<file path="src/design/zsf_pkg.sv">
// zsf_pkg: shared types, constants and helpers for the zlib stored framer
// no dependencies; imported by every module of the block
`timescale 1ns / 1ps

package zsf_pkg;

    // zlib stream header: deflate, 32k window, no dictionary, fastest
    localparam logic [7:0]  ZLIB_CMF    = 8'h78;
    localparam logic [7:0]  ZLIB_FLG    = 8'h01;

    // largest stored block and the adler-32 modulus
    localparam logic [15:0] BLOCK_MAX   = 16'hFFFF;
    localparam logic [16:0] ADLER_MOD   = 17'd65521;

    // front-to-back queue
    localparam int QUEUE_DEPTH = 4;
    localparam int QUEUE_AW    = $clog2(QUEUE_DEPTH);
    localparam int QUEUE_CW    = $clog2(QUEUE_DEPTH + 1);

    // one classified word travelling from front to back
    typedef struct packed {
        logic [7:0]  data;
        logic        hdr;        // first word of a stream
        logic        blk;        // first word of a block
        logic        final_blk;  // block is the final one
        logic [15:0] len;        // block length
        logic        last;       // last word of the stream
        logic [15:0] sum_high;   // adler sums after this word
        logic [15:0] sum_low;
    } entry_t;

    // output byte sequencer phases
    typedef enum logic [3:0] {
        PH_HDR0,
        PH_HDR1,
        PH_BLK0,
        PH_BLK1,
        PH_BLK2,
        PH_BLK3,
        PH_BLK4,
        PH_DATA,
        PH_TRL0,
        PH_TRL1,
        PH_TRL2,
        PH_TRL3
    } phase_t;

    // one conditional subtract, input known to be below twice the modulus
    function automatic logic [15:0] adler_reduce(input logic [16:0] v);
        logic [16:0] r;
        r = (v >= ADLER_MOD) ? (v - ADLER_MOD) : v;
        return r[15:0];
    endfunction

endpackage

</file>
<file path="src/design/zsf_front.sv">
// zsf_front: accepts payload words, tracks stream and block position,
// keeps the adler-32 sums and builds one queue entry per word; uses zsf_pkg
`timescale 1ns / 1ps

module zsf_front (
    input  logic            clk,
    input  logic            rst_n,
    input  logic            cfg_wr_en,
    input  logic [31:0]     cfg_wr_data,
    input  logic            accept,
    input  logic [7:0]      data_byte,
    output zsf_pkg::entry_t entry
);
    import zsf_pkg::*;

    logic [31:0] total_length_reg;
    logic [31:0] slen_reg, slen_next;
    logic [31:0] consumed_reg, consumed_next;
    logic [15:0] remain_reg, remain_next;
    logic [15:0] sum_low_reg, sum_low_next;
    logic [15:0] sum_high_reg, sum_high_next;

    logic        start, blk, final_blk, last;
    logic [31:0] tl_eff, left;
    logic [15:0] len, sl_cur, sh_cur, sl_new, sh_new;

    always_comb
    begin
        start     = (consumed_reg == 32'd0);
        tl_eff    = (total_length_reg == 32'd0) ? 32'd1 : total_length_reg;
        slen_next = start ? tl_eff : slen_reg;
        left      = slen_next - consumed_reg;
        blk       = (remain_reg == 16'd0);
        len       = (left < {16'd0, BLOCK_MAX}) ? left[15:0] : BLOCK_MAX;
        final_blk = (left <= {16'd0, BLOCK_MAX});
        last      = (left == 32'd1);

        sl_cur = start ? 16'd1 : sum_low_reg;
        sh_cur = start ? 16'd0 : sum_high_reg;
        sl_new = adler_reduce({1'b0, sl_cur} + {9'd0, data_byte});
        sh_new = adler_reduce({1'b0, sh_cur} + {1'b0, sl_new});

        if (last)
        begin
            consumed_next = 32'd0;
            remain_next   = 16'd0;
            sum_low_next  = 16'd1;
            sum_high_next = 16'd0;
        end
        else
        begin
            consumed_next = consumed_reg + 32'd1;
            remain_next   = (blk ? len : remain_reg) - 16'd1;
            sum_low_next  = sl_new;
            sum_high_next = sh_new;
        end

        entry.data      = data_byte;
        entry.hdr       = start;
        entry.blk       = blk;
        entry.final_blk = final_blk;
        entry.len       = len;
        entry.last      = last;
        entry.sum_high  = sh_new;
        entry.sum_low   = sl_new;
    end

    always_ff @(posedge clk or negedge rst_n)
    begin
        if (!rst_n)
        begin
            total_length_reg <= 32'd1;
            slen_reg         <= 32'd0;
            consumed_reg     <= 32'd0;
            remain_reg       <= 16'd0;
            sum_low_reg      <= 16'd1;
            sum_high_reg     <= 16'd0;
        end
        else
        begin
            if (cfg_wr_en)
            begin
                total_length_reg <= cfg_wr_data;
            end
            if (accept)
            begin
                slen_reg     <= slen_next;
                consumed_reg <= consumed_next;
                remain_reg   <= remain_next;
                sum_low_reg  <= sum_low_next;
                sum_high_reg <= sum_high_next;
            end
        end
    end

endmodule

</file>
<file path="src/design/zsf_queue.sv">
// zsf_queue: short first-in first-out queue of classified entries
// between front and back; uses zsf_pkg
`timescale 1ns / 1ps

module zsf_queue (
    input  logic            clk,
    input  logic            rst_n,
    input  logic            wr_en,
    input  zsf_pkg::entry_t wr_data,
    input  logic            rd_en,
    output zsf_pkg::entry_t rd_data,
    output logic            full,
    output logic            empty
);
    import zsf_pkg::*;

    entry_t                mem [QUEUE_DEPTH];
    logic [QUEUE_AW-1:0]   wr_ptr_reg, rd_ptr_reg;
    logic [QUEUE_CW-1:0]   count_reg, count_next;
    logic                  do_wr, do_rd;

    assign full    = (count_reg == QUEUE_CW'(QUEUE_DEPTH));
    assign empty   = (count_reg == '0);
    assign do_wr   = wr_en && !full;
    assign do_rd   = rd_en && !empty;
    assign rd_data = mem[rd_ptr_reg];

    always_comb
    begin
        count_next = count_reg;
        if (do_wr && !do_rd)
        begin
            count_next = count_reg + 1'b1;
        end
        else if (do_rd && !do_wr)
        begin
            count_next = count_reg - 1'b1;
        end
    end

    always_ff @(posedge clk)
    begin
        if (do_wr)
        begin
            mem[wr_ptr_reg] <= wr_data;
        end
    end

    always_ff @(posedge clk or negedge rst_n)
    begin
        if (!rst_n)
        begin
            wr_ptr_reg <= '0;
            rd_ptr_reg <= '0;
            count_reg  <= '0;
        end
        else
        begin
            count_reg <= count_next;
            if (do_wr)
            begin
                wr_ptr_reg <= wr_ptr_reg + 1'b1;
            end
            if (do_rd)
            begin
                rd_ptr_reg <= rd_ptr_reg + 1'b1;
            end
        end
    end

endmodule

</file>
<file path="src/design/zsf_back.sv">
// zsf_back: expands each queue entry into stream header, block header,
// data and trailer bytes through a one-word output register; uses zsf_pkg
`timescale 1ns / 1ps

module zsf_back (
    input  logic            clk,
    input  logic            rst_n,
    input  zsf_pkg::entry_t head,
    input  logic            q_empty,
    output logic            q_pop,
    input  logic            pop,
    output logic            empty,
    output logic [7:0]      out_byte,
    output logic            run_last,
    output logic            stream_end
);
    import zsf_pkg::*;

    phase_t     ph_reg, ph_next, cur_ph;
    logic       first_reg, first_next;
    logic       ov_reg, ov_next;
    logic       fire, done;
    logic [7:0] byte_val;
    logic [7:0] out_byte_reg;
    logic       run_last_reg, stream_end_reg;

    always_comb
    begin
        if (!first_reg)
        begin
            cur_ph = ph_reg;
        end
        else if (head.hdr)
        begin
            cur_ph = PH_HDR0;
        end
        else if (head.blk)
        begin
            cur_ph = PH_BLK0;
        end
        else
        begin
            cur_ph = PH_DATA;
        end

        fire = !q_empty && (!ov_reg || pop);
        done = ((cur_ph == PH_DATA) && !head.last) || (cur_ph == PH_TRL3);

        unique case (cur_ph)
            PH_HDR0: begin byte_val = ZLIB_CMF;                 ph_next = PH_HDR1; end
            PH_HDR1: begin byte_val = ZLIB_FLG;                 ph_next = PH_BLK0; end
            PH_BLK0: begin byte_val = {7'd0, head.final_blk};   ph_next = PH_BLK1; end
            PH_BLK1: begin byte_val = head.len[7:0];            ph_next = PH_BLK2; end
            PH_BLK2: begin byte_val = head.len[15:8];           ph_next = PH_BLK3; end
            PH_BLK3: begin byte_val = ~head.len[7:0];           ph_next = PH_BLK4; end
            PH_BLK4: begin byte_val = ~head.len[15:8];          ph_next = PH_DATA; end
            PH_DATA: begin byte_val = head.data;                ph_next = PH_TRL0; end
            PH_TRL0: begin byte_val = head.sum_high[15:8];      ph_next = PH_TRL1; end
            PH_TRL1: begin byte_val = head.sum_high[7:0];       ph_next = PH_TRL2; end
            PH_TRL2: begin byte_val = head.sum_low[15:8];       ph_next = PH_TRL3; end
            PH_TRL3: begin byte_val = head.sum_low[7:0];        ph_next = PH_HDR0; end
            default: begin byte_val = head.data;                ph_next = PH_DATA; end
        endcase

        q_pop      = fire && done;
        first_next = fire ? done : first_reg;
        if (!fire)
        begin
            ph_next = ph_reg;
        end

        if (fire)
        begin
            ov_next = 1'b1;
        end
        else if (pop)
        begin
            ov_next = 1'b0;
        end
        else
        begin
            ov_next = ov_reg;
        end
    end

    always_ff @(posedge clk or negedge rst_n)
    begin
        if (!rst_n)
        begin
            ph_reg    <= PH_HDR0;
            first_reg <= 1'b1;
            ov_reg    <= 1'b0;
        end
        else
        begin
            ph_reg    <= ph_next;
            first_reg <= first_next;
            ov_reg    <= ov_next;
        end
    end

    always_ff @(posedge clk)
    begin
        if (fire)
        begin
            out_byte_reg   <= byte_val;
            run_last_reg   <= done;
            stream_end_reg <= (cur_ph == PH_TRL3);
        end
    end

    assign empty      = !ov_reg;
    assign out_byte   = out_byte_reg;
    assign run_last   = run_last_reg;
    assign stream_end = stream_end_reg;

endmodule

</file>
<file path="src/design/zlib_stored_framer_adler32_unit.sv">
// zlib_stored_framer_adler32_unit: wraps payload words as a zlib stream of stored blocks
// an accepted word is written into the queue, and its first result word then enters the output register
// throughput: one output word per cycle while popped; a word expands to 1 to 12 output words
// input side takes one word per cycle until the four-entry queue fills
// reset: asynchronous active low; resets stream position and sums, total_length back to 1
`timescale 1ns / 1ps

module zlib_stored_framer_adler32_unit (
    input  logic        clk,
    input  logic        rst_n,
    // configuration: total_length
    input  logic        cfg_wr_en,
    input  logic [31:0] cfg_wr_data,
    // payload input queue side
    input  logic        push,
    output logic        full,
    input  logic [7:0]  data_byte,
    // zlib stream output queue side
    output logic        empty,
    input  logic        pop,
    output logic [7:0]  out_byte,
    output logic        run_last,
    output logic        stream_end
);
    import zsf_pkg::*;

    // front side: classification and adler sums happen at the accept edge
    entry_t front_entry;
    entry_t head_entry;
    logic   accept;
    logic   q_empty;
    logic   q_pop;

    assign accept = push && !full;

    zsf_front u_front (
        .clk         (clk),
        .rst_n       (rst_n),
        .cfg_wr_en   (cfg_wr_en),
        .cfg_wr_data (cfg_wr_data),
        .accept      (accept),
        .data_byte   (data_byte),
        .entry       (front_entry)
    );

    // decoupling queue: the front keeps taking words while the back expands
    // headers and trailers
    zsf_queue u_queue (
        .clk     (clk),
        .rst_n   (rst_n),
        .wr_en   (accept),
        .wr_data (front_entry),
        .rd_en   (q_pop),
        .rd_data (head_entry),
        .full    (full),
        .empty   (q_empty)
    );

    // back side: byte sequencer feeding the output register
    zsf_back u_back (
        .clk        (clk),
        .rst_n      (rst_n),
        .head       (head_entry),
        .q_empty    (q_empty),
        .q_pop      (q_pop),
        .pop        (pop),
        .empty      (empty),
        .out_byte   (out_byte),
        .run_last   (run_last),
        .stream_end (stream_end)
    );

    // the trailer's final byte always closes its input word
    a_end_is_last: assert property (@(posedge clk) disable iff (!rst_n)
        !empty && stream_end |-> run_last)
        else $error("stream end without run last");

    // a new stream always opens a new block
    a_hdr_opens_blk: assert property (@(posedge clk) disable iff (!rst_n)
        accept && front_entry.hdr |-> front_entry.blk)
        else $error("stream start without block header");

    // a block never has zero length
    a_blk_len_nonzero: assert property (@(posedge clk) disable iff (!rst_n)
        accept && front_entry.blk |-> front_entry.len != 16'd0)
        else $error("empty stored block");

    // every block before the final one is full size
    a_nonfinal_full: assert property (@(posedge clk) disable iff (!rst_n)
        accept && front_entry.blk && !front_entry.final_blk |-> front_entry.len == BLOCK_MAX)
        else $error("short non-final block");

endmodule

</file>
<file path="config.mk">
export PLATFORM = sky130hd
export DESIGN_NAME = zlib_stored_framer_adler32_unit
export DESIGN_NICKNAME = d
export VERILOG_FILES = /design/src/design/zsf_pkg.sv /design/src/design/zsf_front.sv /design/src/design/zsf_queue.sv /design/src/design/zsf_back.sv /design/src/design/zlib_stored_framer_adler32_unit.sv
export SDC_FILE = /design/constraint.sdc
export NUM_CORES = 1
export LEC_CHECK = 0
export BUFFER_PORTS_ARGS = -buffer_cell sky130_fd_sc_hd__buf_2
export CORE_MARGIN = 3
export CORE_UTILIZATION = 40
export CTS_BUF_LIST = sky130_fd_sc_hd__clkbuf_16
export DETAILED_ROUTE_END_ITERATION = 6
export SYNTH_ARGS = -nofsm -noshare
export SYNTH_HDL_FRONTEND = slang
export SYNTH_SLANG_ARGS = --single-unit
</file>
<file path="constraint.sdc">
create_clock -name clk -period 9.4 [get_ports clk]
set_input_delay 0.47 -clock clk [delete_from_list [all_inputs] [get_ports clk]]
set_output_delay 0.47 -clock clk [all_outputs]
set_load 0.05 [all_outputs]
</file>
==> results_dict.tcl <==
set metrics [dict create \
    synth_area_leaders "edfxtp_1 (34%), dfrtp_1 (18%), mux4_2 (6.2%), ha_1 (3.8%), nand2_1 (3.7%)" \
    cts_root_buffer "clkbuf_16" \
    cts_max_level 2 \
    fillers 4952 \
    rsz0062_at_grt "false" \
    required_ns 9.91 \
    synth_seq_area_share 0.522 \
    path_clk_slew_ns 0.06 \
    place_inst 2563 \
    start_kind "flop" \
    cp_slowest_cell "or4b_1" \
    crit_type "reg2reg" \
    clk_latency_ns 0.58 \
    grt_max_degree 62 \
    finClkSkew_ns 0.0235 \
    drc_errors 0 \
    gr-total-overflow 0 \
    globalplace.congestion 0.894 \
    synthCells 1872 \
    crit_path_max_fanout 7 \
    p_int_w 0.00477 \
    dieArea_um2 57600 \
    syn-num-nets 1988 \
    comb_power_share 0.418 \
    max_slew_margin 0.316 \
    areaGrowthSynthToFinish_pct 11.2 \
    worstPathArrival_ns 9.18 \
    synth_flop_cell "edfxtp_1" \
    timing.setup.tns_ns 0 \
    layoutNonFillerInstCount 2646 \
    slew_viol_final 0 \
    antenna_left 0 \
    r2r_slack_ns 0.72 \
    first_pass_iters 5 \
    synth.cell_area_um2 21900 \
    power.leakage_nw 9.17 \
    power_density_nw_per_um2 320 \
    wl_met2_um 26500 \
    max_freq_mhz 115 \
    holdWs_ns 0.0905 \
    synth-edff-count 250 \
    drt-initial-drc-count 1080 \
    start_util 0.405 \
    io_buffer_count 56 \
    ys_types 108 \
    grt_pass1_vias 15200 \
    slowest_delay_ns 0.55 \
    layout.nets 2031 \
    yosysTopAreaCell "edfxtp_1" \
    cap_violations 0 \
    rows 85 \
    total_power_w 0.00779 \
    vias_per_cell 5.77 \
    clkPwrFrac 0.226 \
    gr-usage-all-layers 0.195 \
    syn_avg_cell_area_um2 11.7 \
    net-switching-power_w 0.00302 \
    pwr-share-seq 0.356 \
    largest_register_ff_count 240 \
    layout_min_cycle_time_ns 8.68 \
    chipHeight_um 240 \
    cts_buffers 45 \
    largest_register "u_queue.mem" \
    ys_warn_count 0 \
    async_flop_share 0.386 \
    period_share 0.923 \
    post_cts_buffers 0 \
    switching_share 0.388 \
    core_area_um2 54000 \
    hp-class "in2reg" \
    wl_um 56000 \
    cts.path.max_buffers 3 \
    finalHoldViolations 0 \
    end_kind "flop" \
    antenna_found_initial 0 \
    die_w_um 240 \
    drive_above_1_share 0.179 \
    setup_viol 0 \
    status "completed" \
    wl_met1_um 25400 \
    wl_met3_um 2830 \
    top_layer_used "met4" \
    wire_per_inst_um 21.2 \
    tightest_slew_ns 1.03 \
    grt_pass1_wl_um 87900 \
    cts_tree "built" \
    synth_top_area_frac 0.343 \
    vdd.ir_drop.worst_mv 0.185 \
    num_vias 15300 \
    ys_ff_latch 407 \
    crit_top_cell "xnor2_1" \
    place_hpwl_um 38600 \
    final_core_util 0.451 \
    clock-sinks 407 \
    diodes 0 \
    pin_count 57 \
]
## cell usage after synthesis, types with 10 or more instances
library cell	n
edfxtp_1	250
o21ai_0	59
and2_1	38
clkbuf_1	43
ha_1	67
o21a_1	21
and3_1	10
a22o_1	26
nand4_1	26
xor2_1	29
nand2b_1	17
nand2_1	216
nand3_1	38
buf_1	16
a31oi_1	16
a21oi_1	89
xnor2_1	76
mux2_2	66
nor3_1	51
nor4_1	26
o21ai_1	10
a211oi_1	13
dfrtp_1	154
inv_1	67
buf_2	10
a21oi_2	10
mux2i_1	13
a21o_1	20
mux4_2	60
or3_1	12
nor2_1	131
## critical path, delay by kind of cell (launching register included)
| family | cells | cell delay [ns] |
|---|---|---|
| AO/OA/AOI/OAI | 12 | 3.29 |
| AND/OR/NAND/NOR | 11 | 2.64 |
| adder cells (fa/ha/maj) | 3 | 0.97 |
| XOR/XNOR | 3 | 0.95 |
| buffers and inverters | 2 | 0.41 |
| flip-flops | 1 | 0.38 |
## final timing paths
| check | to | cells past startpoint | from |
|---|---|---|---|
| hold / removal | u_back.ov_reg | 2 | pop |
| min in group asynchronous | u_front.total_length_reg[3] | 2 | rst_n |
| setup / recovery | u_front.sum_high_reg[12] | 31 | u_front.consumed_reg[1] |
| hold reg to reg | u_front.sum_high_reg[9] | 2 | u_front.sum_high_reg[9] |
| max in group asynchronous | u_front.remain_reg[9] | 4 | rst_n |
| setup reg to reg | u_front.sum_high_reg[12] | 31 | u_front.consumed_reg[1] |
## power groups by stage
| stage | clock network (W) | registers, W | logic (W) |
|---|---|---|---|
| 6_report | 0.00176 | 0.00277 | 0.00326 |
| 5_1_grt | 0.00188 | 0.00281 | 0.00357 |
| 4_1_cts | 0.00181 | 0.00277 | 0.00327 |
| 3_5_place_dp | 0 | 0.00281 | 0.00325 |
| 3_3_place_gp | 0 | 0.00279 | 0.00321 |
| 2_1_floorplan | 0 | 0.00278 | 0.00233 |
## repair_timing
item                       CTS  global route
hold endpoints to repair    55             0
setup endpoints to repair    0            18
hold buffers                 1             0
gates resized for setup      0             1
## layout by cell type, fill, tap and decap left out, types with 11 or more instances in the layout
master       n
edfxtp_1   250
nand2_1    216
dfrtp_1    152
nor2_1     131
a21oi_1     87
xnor2_1     76
inv_1       72
ha_1        67
mux2_2      66
mux4_2      60
o21ai_0     59
buf_2       55
nor3_1      51
clkbuf_16   46
nand3_1     38
and2_1      34
xor2_1      28
nor4_1      26
nand4_1     26
a22o_1      26
buf_4       24
o21a_1      21
a21o_1      20
nand2b_1    16
a31oi_1     16
a211oi_1    13
mux2i_1     13
or3_1       12
a21oi_2     11
## area by class of cell
class	count	area [µm²]	area share
sequential	407	11400	0.470
clock inverter	36	327	0.0134
timing repair buffer	81	477	0.0196
clock buffer	46	1150	0.0473
multi-input combinational	1309	9810	0.403
inverter	71	267	0.0109
tap	696	871	0.0358
## stage by stage
step | setup slack, ns | instance area, µm²
floorplan | 1.39 | 21900
global placement | 0.994 | 22900
detailed placement | 0.723 | 22900
CTS | 0.696 | 24300
global route | 0.0336 | 24300
finish | 0.722 | 24300
## cell families after synthesis
| family | after synthesis | synth area share |
|---|---|---|
| flip-flops | 407 | 0.522 |
| buffers and inverters | 156 | 0.0316 |
| adder cells (fa/ha/maj) | 71 | 0.0419 |
| multiplexers | 139 | 0.102 |
| XOR/XNOR | 106 | 0.0427 |
| AND/OR/NAND/NOR | 623 | 0.140 |
| AO/OA/AOI/OAI | 370 | 0.120 |
## routing by layer
metal / vias to the layer above / global-route usage
met3: 79 / 0.0297
met1: 7662 / 0.274
met4: 0 / 0.0492
met5: - / 0
li1: 7092 / -
met2: 423 / 0.320
Power figures use the tool's default switching activity.
